--- config.mk ---
export PLATFORM = sky130hd
export DESIGN_NAME = tagged_telemetry_deframer
export DESIGN_NICKNAME = d
export VERILOG_FILES = /design/src/hdl/ttd_pkg.sv /design/src/hdl/ttd_parser.sv /design/src/hdl/tagged_telemetry_deframer.sv
export SDC_FILE = /design/constraint.sdc
export NUM_CORES = 1
export LEC_CHECK = 0
export BUFFER_PORTS_ARGS = -buffer_cell sky130_fd_sc_hd__buf_2
export CELL_PAD_IN_SITES_DETAIL_PLACEMENT = 0
export CELL_PAD_IN_SITES_GLOBAL_PLACEMENT = 1
export CORE_ASPECT_RATIO = 1.25
export CORE_MARGIN = 5
export CORE_UTILIZATION = 43
export DETAILED_ROUTE_END_ITERATION = 12
export PLACE_DENSITY_LB_ADDON = 0.1
export SLEW_MARGIN = 20
export SYNTH_ARGS = -nofsm -noshare
export SYNTH_HDL_FRONTEND = slang
export SYNTH_HIERARCHICAL = 1
export SYNTH_SLANG_ARGS = --single-unit
--- constraint.sdc ---
create_clock -name clk_i -period 6.6 [get_ports clk_i]
set_clock_uncertainty 0.15 [all_clocks]
set_input_delay 1.98 -clock clk_i [delete_from_list [all_inputs] [get_ports clk_i]]
set_output_delay 1.98 -clock clk_i [all_outputs]
set_load 0.05 [all_outputs]
--- src/hdl/ttd_pkg.sv ---
`timescale 1ns / 1ps
// ----------------------------------------------------------------------------
// ttd_pkg: shared types and decode helpers for the telemetry deframer
// Item structs, tag codes, record sizes and the tag letter decode.
// ----------------------------------------------------------------------------
package ttd_pkg;

  // Record body sizes
  localparam int unsigned CELL_COUNT     = 4;
  localparam int unsigned SERVO_COUNT    = 4;
  localparam int unsigned COMMAND_LENGTH = 8;

  // Tag letters on the wire
  localparam logic [7:0] CHR_T = "T";
  localparam logic [7:0] CHR_N = "N";
  localparam logic [7:0] CHR_E = "E";
  localparam logic [7:0] CHR_L = "L";
  localparam logic [7:0] CHR_D = "D";
  localparam logic [7:0] CHR_A = "A";
  localparam logic [7:0] CHR_R = "R";
  localparam logic [7:0] CHR_P = "P";
  localparam logic [7:0] CHR_Y = "Y";
  localparam logic [7:0] CHR_M = "M";
  localparam logic [7:0] CHR_V = "V";
  localparam logic [7:0] CHR_H = "H";
  localparam logic [7:0] CHR_K = "K";
  localparam logic [7:0] CHR_S = "S";
  localparam logic [7:0] CHR_C = "C";
  localparam logic [7:0] CHR_F = "F";

  typedef enum logic [3:0] {
    TAG_T = 4'd0,  TAG_N = 4'd1,  TAG_E = 4'd2,  TAG_L = 4'd3,
    TAG_D = 4'd4,  TAG_A = 4'd5,  TAG_R = 4'd6,  TAG_P = 4'd7,
    TAG_Y = 4'd8,  TAG_M = 4'd9,  TAG_V = 4'd10, TAG_H = 4'd11,
    TAG_K = 4'd12, TAG_S = 4'd13, TAG_C = 4'd14, TAG_F = 4'd15
  } tag_e;

  // Element size as a byte count mod 4 (a 4-byte word wraps to zero)
  localparam logic [1:0] SIZE_WORD = 2'd0;
  localparam logic [1:0] SIZE_BYTE = 2'd1;
  localparam logic [1:0] SIZE_HALF = 2'd2;

  typedef struct packed {
    logic [7:0] rx_byte;
    logic       last_in_packet;
  } in_t;

  typedef struct packed {
    logic [3:0]  tag_code;
    logic [3:0]  element_index;
    logic [31:0] element_value;
    logic        record_done;
    logic        truncated;
  } out_t;

  // Tag letter decode
  typedef struct packed {
    logic known;
    tag_e tag;
  } tag_dec_t;

  function automatic tag_dec_t tag_of(logic [7:0] b);
    tag_dec_t r;
    r.known = 1'b1;
    r.tag   = TAG_T;
    case (b)
      CHR_T:   r.tag = TAG_T;
      CHR_N:   r.tag = TAG_N;
      CHR_E:   r.tag = TAG_E;
      CHR_L:   r.tag = TAG_L;
      CHR_D:   r.tag = TAG_D;
      CHR_A:   r.tag = TAG_A;
      CHR_R:   r.tag = TAG_R;
      CHR_P:   r.tag = TAG_P;
      CHR_Y:   r.tag = TAG_Y;
      CHR_M:   r.tag = TAG_M;
      CHR_V:   r.tag = TAG_V;
      CHR_H:   r.tag = TAG_H;
      CHR_K:   r.tag = TAG_K;
      CHR_S:   r.tag = TAG_S;
      CHR_C:   r.tag = TAG_C;
      CHR_F:   r.tag = TAG_F;
      default: r.known = 1'b0;
    endcase
    return r;
  endfunction

  function automatic logic [1:0] elem_size(tag_e t);
    logic [1:0] s;
    case (t)
      TAG_L, TAG_D, TAG_A, TAG_S, TAG_C: s = SIZE_HALF;
      TAG_F:                             s = SIZE_BYTE;
      default:                           s = SIZE_WORD;
    endcase
    return s;
  endfunction

  function automatic logic [4:0] elem_total(tag_e t);
    logic [4:0] n;
    case (t)
      TAG_L:   n = 5'(CELL_COUNT);
      TAG_D:   n = 5'(SERVO_COUNT);
      TAG_F:   n = 5'(COMMAND_LENGTH);
      default: n = 5'd1;
    endcase
    return n;
  endfunction

endpackage

--- src/hdl/ttd_parser.sv ---
`timescale 1ns / 1ps
// ----------------------------------------------------------------------------
// ttd_parser: record parse state and per-byte decode
// Tracks tag, byte and element position; builds one result per finished
// element or one truncation result when the packet ends inside a record.
// ----------------------------------------------------------------------------
module ttd_parser (
  input  logic          clk_i,
  input  logic          rst_ni,
  input  logic          step_i,
  input  ttd_pkg::in_t  item_i,
  output logic          res_valid_o,
  output ttd_pkg::out_t res_o
);
  import ttd_pkg::*;

  logic        in_body_q, in_body_d;
  tag_e        tag_q, tag_d;
  logic [1:0]  bie_q, bie_d;
  logic [3:0]  cnt_q, cnt_d;
  logic [31:0] word_q, word_d;

  tag_dec_t    dec;
  logic [1:0]  size;
  logic [4:0]  total;
  logic [1:0]  bie_n;
  logic [3:0]  cnt_n;
  logic [31:0] word_n;
  logic        elem_done;
  logic        rec_done;

  assign dec       = tag_of(item_i.rx_byte);
  assign size      = elem_size(tag_q);
  assign total     = elem_total(tag_q);
  // little-endian assembly of the current element
  assign word_n    = word_q | ({24'd0, item_i.rx_byte} << {bie_q, 3'b000});
  assign bie_n     = bie_q + 2'd1;
  assign elem_done = (bie_n == size);
  assign rec_done  = elem_done && (({1'b0, cnt_q} + 5'd1) == total);
  assign cnt_n     = elem_done ? cnt_q + 4'd1 : cnt_q;

  // next state and result
  always_comb begin
    in_body_d   = in_body_q;
    tag_d       = tag_q;
    bie_d       = bie_q;
    cnt_d       = cnt_q;
    word_d      = word_q;
    res_valid_o = 1'b0;
    res_o       = '0;
    if (step_i) begin
      if (!in_body_q) begin
        // expecting a tag; unknown letters are dropped
        if (dec.known) begin
          tag_d  = dec.tag;
          bie_d  = 2'd0;
          cnt_d  = 4'd0;
          word_d = '0;
          if (item_i.last_in_packet) begin
            // tag with no body
            res_valid_o    = 1'b1;
            res_o.tag_code = dec.tag;
            res_o.truncated = 1'b1;
          end else begin
            in_body_d = 1'b1;
          end
        end
      end else begin
        if (elem_done) begin
          bie_d  = 2'd0;
          word_d = '0;
          cnt_d  = cnt_n;
        end else begin
          bie_d  = bie_n;
          word_d = word_n;
        end
        if (item_i.last_in_packet && !rec_done) begin
          // packet ended mid-record: report and clear
          res_valid_o         = 1'b1;
          res_o.tag_code      = tag_q;
          res_o.element_index = cnt_n;
          res_o.truncated     = 1'b1;
          in_body_d           = 1'b0;
          tag_d               = TAG_T;
          bie_d               = 2'd0;
          cnt_d               = 4'd0;
          word_d              = '0;
        end else begin
          if (rec_done) begin
            in_body_d = 1'b0;
          end
          if (elem_done) begin
            res_valid_o         = 1'b1;
            res_o.tag_code      = tag_q;
            res_o.element_index = cnt_q;
            res_o.element_value = word_n;
            res_o.record_done   = rec_done;
          end
        end
      end
    end
  end

  // parse state
  always_ff @(posedge clk_i or negedge rst_ni) begin
    if (!rst_ni) begin
      in_body_q <= 1'b0;
      tag_q     <= TAG_T;
      bie_q     <= 2'd0;
      cnt_q     <= 4'd0;
      word_q    <= '0;
    end else begin
      in_body_q <= in_body_d;
      tag_q     <= tag_d;
      bie_q     <= bie_d;
      cnt_q     <= cnt_d;
      word_q    <= word_d;
    end
  end

  // end of packet always returns to tag hunting
  a_last_closes: assert property (@(posedge clk_i) disable iff (!rst_ni)
    step_i && item_i.last_in_packet |=> !in_body_q)
    else $error("record still open after last byte");

  // a completed record closes the body
  a_done_closes: assert property (@(posedge clk_i) disable iff (!rst_ni)
    res_valid_o && res_o.record_done |=> !in_body_q)
    else $error("record still open after record_done");

  // byte position stays inside the element
  a_byte_pos: assert property (@(posedge clk_i) disable iff (!rst_ni)
    in_body_q |-> (size == SIZE_WORD) || (bie_q < size))
    else $error("byte position beyond element size");

  // element count stays inside the record
  a_elem_pos: assert property (@(posedge clk_i) disable iff (!rst_ni)
    in_body_q |-> ({1'b0, cnt_q} < total))
    else $error("element count beyond record length");

endmodule

--- src/hdl/tagged_telemetry_deframer.sv ---
`timescale 1ns / 1ps
// ----------------------------------------------------------------------------
// tagged_telemetry_deframer: tagged telemetry packet parser
// Splits a received byte stream into tagged records and reports each element.
// ----------------------------------------------------------------------------
// Usage:
//   in channel  : in_valid_i / in_ready_o, one packet byte per item with a
//                 last-byte mark.
//   out channel : out_valid_o / out_ready_i, one item per finished element
//                 (tag, index, little-endian value, record_done) or one
//                 truncated item when the packet ends inside a record.
//   Path: a byte accepted into the input register is decoded and its result
//   is written to the output register, which drives out_valid_o. Throughput
//   is one byte per cycle while the output is not stalled; every byte is
//   decoded in one pass from the input register to the output register, bytes that give no result included.
//   Reset: both registers empty, parser waiting for a tag letter.
//   Stall: a held output item keeps its value; the input register holds one
//   more byte, then in_ready_o drops until out_ready_i returns.
// ----------------------------------------------------------------------------
module tagged_telemetry_deframer (
  input  logic          clk_i,
  input  logic          rst_ni,
  input  logic          in_valid_i,
  output logic          in_ready_o,
  input  ttd_pkg::in_t  in_data_i,
  output logic          out_valid_o,
  input  logic          out_ready_i,
  output ttd_pkg::out_t out_data_o
);
  import ttd_pkg::*;

  logic in_vld_q, in_vld_d;
  in_t  in_q;
  logic out_vld_q, out_vld_d;
  out_t out_q;

  logic out_free;
  logic step;
  logic res_valid;
  out_t res;

  // handshake
  assign out_free   = !out_vld_q || out_ready_i;
  assign step       = in_vld_q && out_free;
  assign in_ready_o = !in_vld_q || step;
  assign in_vld_d   = in_ready_o ? in_valid_i : in_vld_q;
  assign out_vld_d  = out_free ? (step && res_valid) : out_vld_q;

  ttd_parser u_parser (
    .clk_i       (clk_i),
    .rst_ni      (rst_ni),
    .step_i      (step),
    .item_i      (in_q),
    .res_valid_o (res_valid),
    .res_o       (res)
  );

  // valid flags
  always_ff @(posedge clk_i or negedge rst_ni) begin
    if (!rst_ni) begin
      in_vld_q  <= 1'b0;
      out_vld_q <= 1'b0;
    end else begin
      in_vld_q  <= in_vld_d;
      out_vld_q <= out_vld_d;
    end
  end

  // payload registers
  always_ff @(posedge clk_i) begin
    if (in_valid_i && in_ready_o) begin
      in_q <= in_data_i;
    end
    if (step && res_valid) begin
      out_q <= res;
    end
  end

  assign out_valid_o = out_vld_q;
  assign out_data_o  = out_q;

endmodule
=== After elaboration in Yosys (flattened, before gate mapping) ===
Index checks and enable logic that the tools add are counted.

* Output and inout port bits: 44
* Flip-flop bits (word level): 96
* Input bits: 13
* Word-level logic and storage cells: 105

* Shifts and indexed selects: 1
* $add $sub $neg: 3
* Reduce and logical (&&, ||, !) cells: 19
* Bitwise operators: 4
* Eq/ne operators: 26
* Multiplexer cells: 38

{| class="wikitable"
|+ Operators by type and width
! operator !! count
|-
| $eq 8x7->1 const B || 16
|-
| $mux 32 || 4
|-
| $pmux 4 s15 || 1
|-
| $mux 4 || 11
|-
| $mux 41 || 1
|-
| $or 32x32->32 || 1
|-
| $shl 8x5->32 || 1
|-
| $reduce_or 16->1 || 1
|-
| $mux 1 || 14
|-
| $eq 4x4->1 const B || 3
|-
| $eq 4x3->1 const B || 2
|-
| $mux 2 || 4
|-
| $mux 8 || 1
|-
| $pmux 4 s2 || 1
|-
| $reduce_and 3->1 || 2
|-
| $add 4x1->5 const B || 1
|-
| $eq 5x4->1 || 1
|-
| $logic_and 1x1->1 || 5
|-
| $reduce_or 5->1 || 1
|-
| $add 4x1->4 const B || 1
|-
| $eq 4x2->1 const B || 1
|-
| $pmux 2 s2 || 1
|-
| $reduce_and 2->1 || 2
|-
| $reduce_or 4->1 || 1
|-
| other kinds (9) || 14
|}

=== Longest topological paths before layout ===
Gate-level depths: netlist of the first run.

* Depth after elaboration: 11
* Mapped depth: 11
* Gate-level depth less buffers: 8

=== Hierarchy ===
Netlist of the first run, hierarchy kept.

{| class="wikitable"
|+ Modules (own cells, without submodules)
! module !! instances !! cells an instance !! area each (µm²) !! sequential area each (µm²)
|-
| ttd_parser || 1 || 372 || 3078.0 || 1076.0
|-
| tagged_telemetry_deframer || 1 || 61 || 1642.8 || 1581.5
|}

=== Worst setup path before layout of the first run ===
Ideal clock, no wire load.

* Kind: input to register
* Start point: in out_ready_i
* End point: reg out_q (netlist bit out_data_o[0]) (enable)
* Setup slack: 1.094 ns
* Data arrival time: 4.909 ns
* Stages: 8
* Library setup time: 0.447 ns
* Required time: 6.003 ns
* Cells stage by stage: nand2b_1 -> and2_1 -> a21boi_2 -> buf_4 -> buf_4 -> nor2b_1 -> nand2_1 -> nor2b_1

* Word-level cells in the longest chain between the ends: 4

{| class="wikitable"
|+ RTL lines
! element !! RTL line !! text
|-
| start: declaration || tagged_telemetry_deframer.sv:27 || <nowiki>input logic out_ready_i,</nowiki>
|-
| $logic_or 1x1->1 || tagged_telemetry_deframer.sv:43 || <nowiki>assign out_free = !out_vld_q || out_ready_i;</nowiki>
|-
| $logic_and 1x1->1 || tagged_telemetry_deframer.sv:44 || <nowiki>assign step = in_vld_q && out_free;</nowiki>
|-
| net step || tagged_telemetry_deframer.sv:38 || <nowiki>logic step;</nowiki>
|-
| $mux 1 || ttd_parser.sv:51 || <nowiki>if (step_i) begin</nowiki>
|-
| net res_valid || tagged_telemetry_deframer.sv:39 || <nowiki>logic res_valid;</nowiki>
|-
| $logic_and 1x1->1 || tagged_telemetry_deframer.sv:74 || <nowiki>if (step && res_valid) begin</nowiki>
|-
| end signal: assignment || tagged_telemetry_deframer.sv:75 || <nowiki>out_q <= res;</nowiki>
|-
| end: declaration || tagged_telemetry_deframer.sv:35 || <nowiki>out_t out_q;</nowiki>
|}

The timed path passes the listed nets, and every way through them passes these cells.
A chain may end at the register's enable or synchronous reset.

=== Final worst setup path of the first run ===
* Start point: in out_ready_i
* End point: out in_ready_o

* Word-level cells in the longest chain between the ends: 3

{| class="wikitable"
|+ RTL lines
! element !! RTL line !! text
|-
| $logic_or 1x1->1 || tagged_telemetry_deframer.sv:43 ||
|-
| $logic_and 1x1->1 || tagged_telemetry_deframer.sv:44 ||
|-
| $logic_or 1x1->1 || tagged_telemetry_deframer.sv:45 || <nowiki>assign in_ready_o = !in_vld_q || step;</nowiki>
|-
| end: declaration || tagged_telemetry_deframer.sv:24 || <nowiki>output logic in_ready_o,</nowiki>
|}

No other way between the ends.

==> flow_summary_export.csv, run 1 <==
group,metric,value,unit
worst_setup_path,crit_type,"primary input to output pin",
clock_tree,htree_levels,3,
timing,finalWorstPathRequiredPeriod,4600,ps
worst_setup_path,critical_path.cell_chain,"buf_2 > nand3b_4 > buf_2",
timing,finalSetupTns,0,ps
clock_tree,buffer_depth_of_the_longest_clock_path,2,
worst_setup_path,timing.critical_path.required,4470,ps
timing,finish_stage_setup_viols,0,
clock_tree,tritoncts,"yes",
worst_setup_path,critPathMostFrequentCell,"sky130_fd_sc_hd__buf_2",
global_routing,global_route.usage.total,16.3,%
drt,drt-wirelength-per-cell,17.3,um
drt,via_per_inst,5.67,
synth,netlist_top_cells_count,"sky130_fd_sc_hd__edfxtp_1, sky130_fd_sc_hd__dfrtp_1, sky130_fd_sc_hd__nor2_1",
power,seq_power_share,48.7,%
floorplan,total_number_of_placement_rows,42,
clock_tree,clkLatencyLatePin,350,ps
layout,fill_cells,1029,
power,clockPowerShare,36.7,%
drt,routed-via-count,3370,
power,power.switching_fraction,28.1,%
timing,fin_crit_sh,69.6,%
floorplan,boundaryPins,57,
clock_tree,cts_repair_resize_count,0,
drt,drc,0,
power,portion_of_total_power_attributed_to_combinational_logic,14.6,%
floorplan,floorplan.die.height,127,um
placed_design,detailed_place_hpwl,6600,um
synth,post_synth_and_or_nand_nor_area_fraction,16.9,%
global_routing,grt_pass1_vias,3386,
status,outcome,"complete, no violations",
worst_setup_path,timing.critical_path.arrival,2470,ps
drt,route.final.wire_length,10300,um
layout,design.final.nets,471,
placed_design,placed_cell_area,0.00495,mm^2
floorplan,chipWidth,104,um
synth,synthDominantAreaCellType,"sky130_fd_sc_hd__edfxtp_1",
timing,report.final.slew_viol_count,0,
global_routing,gr-total-overflow,0,
synth,number_of_enable_flip_flop_cells_after_synthesis,51,
layout,share_of_post_route_cells_with_drive_strength_above_1,27.3,%
synth,synth.yosys.warnings,6,
global_routing,wire_length_of_the_first_global_routing_pass,17500,um
synth,muxShareOfSynthArea,1.33,%
power,p_int,1.10,mW
drt,detailedRoute.firstIterationViolations,234,
timing,worst_slew_margin_rel,26.8,%
timing,setup_slack,2000,ps
drt,drtPass1Iterations,5,
flow_run,drv_cap,0,
power,power.leakage,2.11,nW
global_routing,grt_start_max_net_pins,46,
layout,antenna_cells,0,
synth,dominant_cells_by_area_after_synthesis,"sky130_fd_sc_hd__edfxtp_1, sky130_fd_sc_hd__dfrtp_1, sky130_fd_sc_hd__a31oi_1, sky130_fd_sc_hd__a21oi_1, sky130_fd_sc_hd__nor2_2",
worst_setup_path,endpoint_kind_of_the_worst_setup_timing_path,"output pin",
clock_tree,cts_root_buffer,"sky130_fd_sc_hd__clkbuf_16",
synth,synth-adder-area-share,0.265,%
worst_setup_path,worst-path-max-fanout,3,
power,totalPowerFinal,1.53,mW
synth,post_synth_xor_area_fraction,1.59,%
worst_setup_path,timing.critical_path.slowest_cell_delay,260,ps
power,power.density,288,mW/mm^2
drt,drt.antenna.violating_nets,0,
floorplan,design.die.area,0.0132,mm^2
layout,multi_input_area,0.00181,mm^2
placed_design,preCtsSetupSlack,1760,ps
hold_path,worstHoldPathType,"register to register",
power,peakVddDrop,0.122,mV
synth,area_share_of_the_leading_cell_type_in_the_synthesized_netlist,32.4,%
synth,synth_top_family_by_area,"compound AO/OA/AOI/OAI gates",
synth,ys_async_sr_fraction,46.9,%
timing,grt_setup_unrepaired,"false",
synth,yosys_most_used_dff,"sky130_fd_sc_hd__edfxtp_1",
synth,synthesis.instances,433,
worst_setup_path,crit_path_start_kind,"primary input",
layout,layout-area-overhead-vs-synth,12.4,%
power,p_switching,0.430,mW
floorplan,placeableCoreArea,0.0107,mm^2
synth,syn-mean-instance-area,10.9,um^2
clock_tree,numClockSinks,96,
clock_tree,worst_setup_hold_path_clk_slew,60,ps
timing,worstMarginPinSlew,1090,ps
synth,synth_compound_gate_area_share,18.0,%
timing,hold_viol_final,0,
synth,cell_area_after_synthesis,0.00472,mm^2
synth,synth.lib_cells_used.distinct,65,
clock_tree,ctsHoldBuffers,0,
timing,maxClockFrequency,218,MHz
synth,seq_area_frac_synth,56.3,%
clock_tree,cts_made_buffers,9,
placed_design,gp_congestion,0.790,
synth,leading_cell_type_by_number_of_instances_after_synthesis,"sky130_fd_sc_hd__edfxtp_1",
global_routing,initial_antenna_violation_count,0,
worst_setup_path,cpMaxStageDelayCell,"sky130_fd_sc_hd__buf_2",
synth,postSynthNetCount,447,
placed_design,portBuffers,56,
layout,post-route-cell-area,0.00531,mm^2
synth,synth-seq-cells,96,
layout,area.sequential,0.00266,mm^2
clock_tree,postCtsSetupBuffers,0,
floorplan,floorplan.initialDensity,44.3,%
[critical path: cells and delay by family]
family                 cells  cell delay (ps)
buffers and inverters      2              350
and+or+nand+nor            1              130
[worst paths after layout]
check	startpoint	end	slack [ps]	cells past startpoint
max in group asynchronous	rst_ni	u_parser/word_q[16]	4390	1
worst min-delay path	u_parser/word_q[17]	u_parser/word_q[17]	350	2
worst max register to register	u_parser/bie_q[1]	out_data_o[17]	2940	9
worst max-delay path	out_ready_i	in_ready_o	2000	3
min in group asynchronous	rst_ni	u_parser/cnt_q[1]	1490	1
worst min register to register	u_parser/word_q[17]	u_parser/word_q[17]	350	2
[power by group through the flow]
| stage | combinational (mW) | sequential [mW] | clock [mW] |
|---|---|---|---|
| 6_report | 0.223 | 0.745 | 0.561 |
| 5_1_grt | 0.250 | 0.753 | 0.599 |
| 4_1_cts | 0.223 | 0.744 | 0.573 |
| 3_5_place_dp | 0.221 | 0.757 | 0 |
| 3_3_place_gp | 0.219 | 0.754 | 0 |
| 2_1_floorplan | 0.199 | 0.727 | 0 |
[stage by stage]
step	cells	util, %	hold WS (ps)
after floorplan	433	-	313
after global placement	577	46.4	325
after detailed placement	577	46.4	332
after CTS	593	49.4	348
after global routing	594	49.7	352
final	594	49.7	345
[cells by family (layout without fill, tap and decap cells)]
kind of cell / Yosys count / after routing
adder cells (fa/ha/maj): 1 / 1
XOR/XNOR: 7 / 7
flip-flops: 96 / 96
AND/OR/NAND/NOR: 143 / 143
buffers and inverters: 53 / 82
multiplexers: 6 / 6
AO/OA/AOI/OAI: 127 / 127
[per-layer routing]
| metal | vias to the layer above | track usage (%) | wire [um] |
|---|---|---|---|
| met3 | 22 | 4.49 | 372 |
| li1 | 1623 | - | - |
| met5 | - | 0 | 0 |
| met2 | 60 | 26.9 | 5060 |
| met4 | 0 | 6.33 | 282 |
| met1 | 1665 | 20.4 | 4550 |
[registers in the layout (all words and copies together), names as in the netlist]
register	flops
u_parser/tag_q	4
u_parser/bie_q	2
in_q	9
out_data_o	42
u_parser/cnt_q	4
u_parser/in_body_q	1
u_parser/word_q	32
in_vld_q	1
out_valid_o	1
[layout by cell type, fill, tap and decap left out, types with 5 or more instances in the layout]
| cell type | Yosys | routed |
|---|---|---|
| sky130_fd_sc_hd__and2_1 | 6 | 6 |
| sky130_fd_sc_hd__nor2_1 | 45 | 45 |
| sky130_fd_sc_hd__a21oi_1 | 41 | 41 |
| sky130_fd_sc_hd__dfrtp_1 | 45 | 45 |
| sky130_fd_sc_hd__edfxtp_1 | 51 | 51 |
| sky130_fd_sc_hd__nor2b_1 | 7 | 5 |
| sky130_fd_sc_hd__clkbuf_16 | 0 | 9 |
| sky130_fd_sc_hd__nand2_1 | 17 | 17 |
| sky130_fd_sc_hd__inv_1 | 5 | 5 |
| sky130_fd_sc_hd__a31oi_1 | 33 | 33 |
| sky130_fd_sc_hd__o211ai_1 | 6 | 6 |
| sky130_fd_sc_hd__buf_2 | 11 | 55 |
| sky130_fd_sc_hd__nand2b_1 | 5 | 5 |
| sky130_fd_sc_hd__o21ai_0 | 5 | 5 |
| sky130_fd_sc_hd__nor2_2 | 30 | 30 |
[cell type report]
type | count | share of cell area (%)
Clock inverter | 7 | 1.75
Clock buffer | 9 | 4.25
Timing Repair Buffer | 60 | 6.27
Multi-Input combinational cell | 284 | 34.1
Inverter | 6 | 0.425
Tap cell | 132 | 3.11
Sequential cell | 96 | 50.1
Power figures use the tool's default switching activity.
==> run 2: changes to the inputs <==
Settings changed: ABC_AREA set to 1, CORE_UTILIZATION 43 to 40.
Clock period 6.6 ns to 3.78 ns, I/O delays scaled along.
==> flow_summary_export.csv, run 2 <==
group,metric,value,unit
synth,dominant_cells_by_area_after_synthesis,"sky130_fd_sc_hd__edfxtp_1, sky130_fd_sc_hd__dfrtp_1, sky130_fd_sc_hd__nand2_1, sky130_fd_sc_hd__o21ai_0, sky130_fd_sc_hd__nor2_1",
placed_design,dp_cells,693,
synth,syn-mean-instance-area,9.11,um^2
flow_run,drv_cap,0,
floorplan,total_number_of_placement_rows,44,
synth,seq_area_frac_synth,56.8,%
worst_setup_path,timing.critical_path.arrival,3000,ps
worst_setup_path,cpMaxStageDelayCell,"sky130_fd_sc_hd__dfrtp_1",
floorplan,floorplan.die.height,131,um
worst_setup_path,worst-path-max-fanout,33,
clock_tree,worst_setup_hold_path_clk_slew,70,ps
clock_tree,buffer_depth_of_the_longest_clock_path,2,
worst_setup_path,crit_type,"register to register",
timing,grt_setup_unrepaired,"false",
layout,share_of_post_route_cells_with_drive_strength_above_1,20.8,%
placed_design,detailed_place_hpwl,8030,um
synth,ys_async_sr_fraction,46.9,%
global_routing,global_route.usage.total,17.4,%
global_routing,grt_start_max_net_pins,43,
drt,via_per_inst,5.20,
placed_design,portBuffers,56,
power,peakVddDrop,0.233,mV
worst_setup_path,critPathTopFamily,"simple AND/OR/NAND/NOR gates",
global_routing,gr-total-overflow,0,
clock_tree,postCtsSetupBuffers,0,
drt,detailedRoute.firstIterationViolations,299,
worst_setup_path,critPathBufInv,4,
drt,routed-via-count,3689,
global_routing,initial_antenna_violation_count,0,
floorplan,design.die.area,0.0140,mm^2
timing,worstMarginPinSlew,614,ps
global_routing,grt_pass1_vias,3628,
synth,synth.yosys.warnings,6,
global_routing,grt_most_used_layer,"met2",
drt,drtPass1Iterations,5,
floorplan,placeableCoreArea,0.0116,mm^2
drt,drt-wirelength-per-cell,16.3,um
timing,finalWorstPathRequiredPeriod,3110,ps
clock_tree,clkLatencyLatePin,340,ps
drt,drc,0,
clock_tree,cts_root_buffer,"sky130_fd_sc_hd__clkbuf_16",
worst_setup_path,critical_path.cell_chain,"inv_1 > nand2_1 > nor2_1 > nor2_1 > nand2_1 > nand2_1 > nand3_1 > nand2_2 > nor2_4 > nor2_2 > inv_1 > a21oi_1 > inv_1 > nor2_4 > buf_12",
timing,setup_slack,666,ps
floorplan,chipWidth,107,um
status,outcome,"complete, no violations",
clock_tree,cts_repair_resize_count,0,
global_routing,grt_util_met3,2.51,%
clock_tree,cts_made_buffers,9,
layout,final_std_cells_w_o_fill,709,
synth,synthesis.instances,513,
placed_design,gp_congestion,0.835,
clock_tree,ctsHoldBuffers,0,
synth,synth.lib_cells_used.distinct,33,
synth,cell_area_after_synthesis,0.00468,mm^2
synth,synthDominantAreaCellType,"sky130_fd_sc_hd__edfxtp_1",
timing,fin_hold_ws,330,ps
worst_setup_path,timing.critical_path.slowest_cell_delay,450,ps
synth,synth-seq-cells,96,
placed_design,preCtsSetupSlack,494,ps
layout,layout-area-overhead-vs-synth,15.1,%
layout,antenna_cells,0,
timing,fin_crit_sh,82.4,%
drt,route.final.wire_length,11500,um
synth,netlist_top_cells_count,"sky130_fd_sc_hd__nand2_1, sky130_fd_sc_hd__o21ai_0, sky130_fd_sc_hd__edfxtp_1",
timing,finish_stage_setup_viols,0,
power,power.density,466,mW/mm^2
worst_setup_path,crit_path_start_kind,"register",
drt,drt.antenna.violating_nets,0,
layout,layout.cells.most_common,"sky130_fd_sc_hd__nand2_1",
timing,hold_viol_final,0,
worst_setup_path,endpoint_kind_of_the_worst_setup_timing_path,"register",
floorplan,boundaryPins,57,
worst_setup_path,timing.critical_path.required,3670,ps
global_routing,gr-usage-met2,29.3,%
floorplan,floorplan.initialDensity,40.4,%
hold_path,worstHoldPathType,"register to register",
global_routing,grtUsageMet1,22.2,%
timing,worst_slew_margin_rel,59.0,%
synth,area_share_of_the_leading_cell_type_in_the_synthesized_netlist,32.8,%
layout,largest_register_ff_count,42,
synth,yosys_most_used_dff,"sky130_fd_sc_hd__edfxtp_1",
timing,finalSetupTns,0,ps
clock_tree,numClockSinks,96,
timing,report.final.slew_viol_count,0,
synth,postSynthNetCount,527,
global_routing,wire_length_of_the_first_global_routing_pass,18800,um
layout,layout_common_cells,"sky130_fd_sc_hd__nand2_1, sky130_fd_sc_hd__o21ai_0, sky130_fd_sc_hd__buf_2, sky130_fd_sc_hd__edfxtp_1, sky130_fd_sc_hd__nor2_1",
layout,design.final.nets,580,
synth,leading_cell_type_by_number_of_instances_after_synthesis,"sky130_fd_sc_hd__nand2_1",
timing,maxClockFrequency,321,MHz
synth,number_of_enable_flip_flop_cells_after_synthesis,51,
clock_tree,tritoncts,"yes",
power,power.leakage,2.24,nW
layout,postLayoutCoreUtil,46.5,%
clock_tree,htree_levels,3,
==> run 2: cell count changes after synthesis, sizes merged, moves of 10 or more <==
cell / change
a21oi: -30
a31oi: -33
buf: -10
clkbuf: -16
inv: +31
nand2: +109
nand3: +28
nor3: +29
o21ai: +65
==> run 2: per-stage QoR <==
step                cell area [um^2]  power [mW]
finish                          5380        2.51
global route                    5380        2.65
CTS                             5380        2.54
detailed placement              5090        1.64
global placement                5090        1.63
floorplan                       4680        1.52
==> run 2: path summary, 6_finish.rpt <==
check	start	end	slack, ps	cells after the start
setup / recovery	u_parser/tag_q[1]	out_data_o[32]	670	15
hold / removal	u_parser/word_q[23]	u_parser/word_q[23]	330	2
setup reg to reg	u_parser/tag_q[1]	out_data_o[32]	670	15
hold reg to reg	u_parser/word_q[23]	u_parser/word_q[23]	330	2
max in group asynchronous	rst_ni	u_parser/tag_q[1]	2280	2
min in group asynchronous	rst_ni	u_parser/word_q[26]	440	1
==> run 2: area by class of cell <==
type	count	area [um^2]
flip-flops and latches	96	2660
multi-input cells	358	1770
fillers	1143	6180
clock buffers	12	236
repair buffers	63	345
clock inverters	4	53.8
well taps	138	173
inverters	38	143
==> run 2: where the power goes <==
group	total, mW	switching [mW]	internal, mW	leakage (nW)
combinational	0.414	0.303	0.112	0.982
sequential	1.20	0.0390	1.16	1.13
clock	0.896	0.380	0.516	0.133
==> run 2: tightest hold or removal path, delay by kind of cell (launching register included) <==
family	cells	cell delay [ps]
DFF	1	340
and+or+nand+nor	1	50
AOI/OAI and AO/OA	1	50
==> run 2: kinds of logic (layout without fill, tap and decap cells) <==
family	Yosys count	count (layout)	synth area share (%)
simple gates	266	266	26.9
xor+xnor	3	3	0.723
flops	96	96	56.8
fa+ha+maj	1	1	0.268
compound gates	88	88	9.87
buf+inv	59	117	5.43
==> run 2: layer usage <==
layer / wire (um) / up-vias
li1: - / 1813
met1: 4950 / 1780
met2: 5840 / 76
met3: 430 / 20
met4: 332 / 0
met5: 0 / -
==> run 3: changes to the inputs <==
Settings changed: CORE_UTILIZATION 40 to 43.
Clock period 3.78 ns to 3.1 ns, I/O delays scaled along.
==> flow_summary_export.csv, run 3 (synthesized netlist as in run 2, its figures left out) <==
group,metric,value,unit
drt,drt-met1-wl,4870,um
clock_tree,worst_setup_hold_path_clk_slew,60,ps
drt,drtPass1Iterations,5,
clock_tree,cts_root_buffer,"sky130_fd_sc_hd__clkbuf_16",
layout,postLayoutCoreUtil,51.2,%
worst_setup_path,critical_path.cell_chain,"inv_1 > nand2_1 > nor2_2 > nand3_1 > nand3_1 > nor2_1 > nand3_1 > nand2_1 > nor2_2 > inv_1 > a21oi_1 > inv_1 > nor2_4 > buf_4",
power,clockPowerShare,39.4,%
layout,layout_common_cells,"sky130_fd_sc_hd__nand2_1, sky130_fd_sc_hd__o21ai_0, sky130_fd_sc_hd__buf_2, sky130_fd_sc_hd__edfxtp_1, sky130_fd_sc_hd__nor2_1",
power,peakVddDrop,0.344,mV
worst_setup_path,worst-path-max-fanout,21,
layout,largest_register_ff_count,42,
layout,fill_cells,1026,
drt,drt.antenna.violating_nets,0,
timing,hold_viol_final,0,
clock_tree,clkLatencyLatePin,330,ps
hold_path,timing.hold.worst_path_depth,2,
power,power.density,597,mW/mm^2
power,totalPowerFinal,3.24,mW
power,power.switching_fraction,27.2,%
clock_tree,buffer_depth_of_the_longest_clock_path,2,
drt,routed-via-count,3722,
worst_setup_path,crit_type,"register to register",
drt,drt-wirelength-per-cell,16.1,um
clock_tree,ctsHoldBuffers,0,
power,p_int,2.36,mW
floorplan,total_number_of_placement_rows,42,
worst_setup_path,critPathBufInv,4,
drt,route.final.wire_length,11400,um
clock_tree,tritoncts,"yes",
drt,drc,0,
layout,antenna_cells,0,
drt,detailroute.wirelength.met3,401,um
timing,maxClockFrequency,357,MHz
global_routing,grt_pass1_vias,3580,
placed_design,detailed_place_hpwl,7800,um
worst_setup_path,timing.critical_path.required,2960,ps
worst_setup_path,endpoint_kind_of_the_worst_setup_timing_path,"register",
timing,report.final.slew_viol_count,0,
clock_tree,postCtsSetupBuffers,0,
worst_setup_path,crit_path_start_kind,"register",
layout,post-route-cell-area,0.00543,mm^2
placed_design,portBuffers,56,
power,power.leakage,2.29,nW
placed_design,placed_cell_area,0.00508,mm^2
drt,met2RoutedLength,5750,um
timing,grt_setup_unrepaired,"false",
timing,setup_slack,295,ps
worst_setup_path,cpMaxStageDelayCell,"sky130_fd_sc_hd__edfxtp_1",
power,portion_of_total_power_attributed_to_combinational_logic,15.5,%
layout,layout-area-overhead-vs-synth,16.1,%
floorplan,placeableCoreArea,0.0106,mm^2
floorplan,floorplan.die.height,127,um
global_routing,wire_length_of_the_first_global_routing_pass,18200,um
worst_setup_path,timing.critical_path.depth,14,
floorplan,chipWidth,103,um
timing,fin_hold_ws,330,ps
clock_tree,cts_repair_resize_count,0,
timing,fin_crit_sh,90.5,%
global_routing,initial_antenna_violation_count,0,
worst_setup_path,timing.critical_path.arrival,2660,ps
worst_setup_path,rr_worst_depth,14,
floorplan,boundaryPins,57,
drt,maxUsedRoutingLayer,"met4",
layout,layout.cells.most_common,"sky130_fd_sc_hd__nand2_1",
global_routing,grt_start_max_net_pins,46,
clock_tree,cts_made_buffers,9,
worst_setup_path,timing.critical_path.slowest_cell_delay,390,ps
timing,finalSetupTns,0,ps
power,p_switching,0.882,mW
timing,finish_stage_setup_viols,0,
drt,detailedRoute.firstIterationViolations,183,
placed_design,dp_cells,689,
drt,via_per_inst,5.28,
timing,finalWorstPathRequiredPeriod,2800,ps
worst_setup_path,critPathTopFamily,"simple AND/OR/NAND/NOR gates",
power,seq_power_share,45.1,%
layout,share_of_post_route_cells_with_drive_strength_above_1,21.3,%
flow_run,drv_cap,0,
global_routing,global_route.usage.total,18.0,%
global_routing,gr-total-overflow,0,
clock_tree,htree_levels,3,
layout,final_std_cells_w_o_fill,705,
layout,design.final.nets,582,
placed_design,preCtsSetupSlack,312,ps
hold_path,worstHoldPathType,"register to register",
clock_tree,numClockSinks,96,
placed_design,gp_congestion,0.828,
floorplan,design.die.area,0.0131,mm^2
floorplan,floorplan.initialDensity,44.0,%
timing,worst_slew_margin_rel,57.8,%
status,outcome,"complete, no violations",
timing,worstMarginPinSlew,633,ps
[run 3: final cells by class]
| type | instances | area, um^2 | share of cell area (%) |
|---|---|---|---|
| sequential | 96 | 2660 | 48.9 |
| tap | 132 | 165 | 3.04 |
| inverter | 38 | 143 | 2.63 |
| timing repair buffer | 65 | 348 | 6.41 |
| clock buffer | 11 | 243 | 4.47 |
| multi-input combinational | 358 | 1770 | 32.6 |
| clock inverter | 5 | 103 | 1.89 |
[run 3: routing by layer]
metal	global-route usage [%]	vias to the layer above
met1	23.2	1803
met2	30.0	76
met4	7.93	0
met3	2.31	18
met5	0	-
li1	-	1825
[run 3: worst register-to-register path, stage by stage, from the launching register on]
cell,delay [ps]
sky130_fd_sc_hd__edfxtp_1,390
sky130_fd_sc_hd__inv_1,190
sky130_fd_sc_hd__nand2_1,130
sky130_fd_sc_hd__nor2_2,320
sky130_fd_sc_hd__nand3_1,140
sky130_fd_sc_hd__nand3_1,140
sky130_fd_sc_hd__nor2_1,70
sky130_fd_sc_hd__nand3_1,70
sky130_fd_sc_hd__nand2_1,80
sky130_fd_sc_hd__nor2_2,110
sky130_fd_sc_hd__inv_1,100
sky130_fd_sc_hd__a21oi_1,120
sky130_fd_sc_hd__inv_1,90
sky130_fd_sc_hd__nor2_4,90
sky130_fd_sc_hd__buf_4,290
[run 3: path summary, 6_finish.rpt]
check	startpoint	to	slack [ps]
max in group asynchronous	rst_ni	u_parser/word_q[20]	1850
max	in_q[8]	out_data_o[33]	300
min reg2reg	u_parser/word_q[21]	u_parser/word_q[21]	330
min	u_parser/word_q[21]	u_parser/word_q[21]	330
max reg2reg	in_q[8]	out_data_o[33]	300
min in group asynchronous	rst_ni	u_parser/cnt_q[0]	530
[run 3: power by group through the flow]
stage          Clock [mW]  Combinational, mW  Sequential, mW
2_1_floorplan           0              0.363            1.49
3_3_place_gp            0              0.491            1.49
3_5_place_dp            0              0.500            1.49
4_1_cts              1.30              0.505            1.46
5_1_grt              1.35              0.556            1.47
6_report             1.28              0.502            1.46
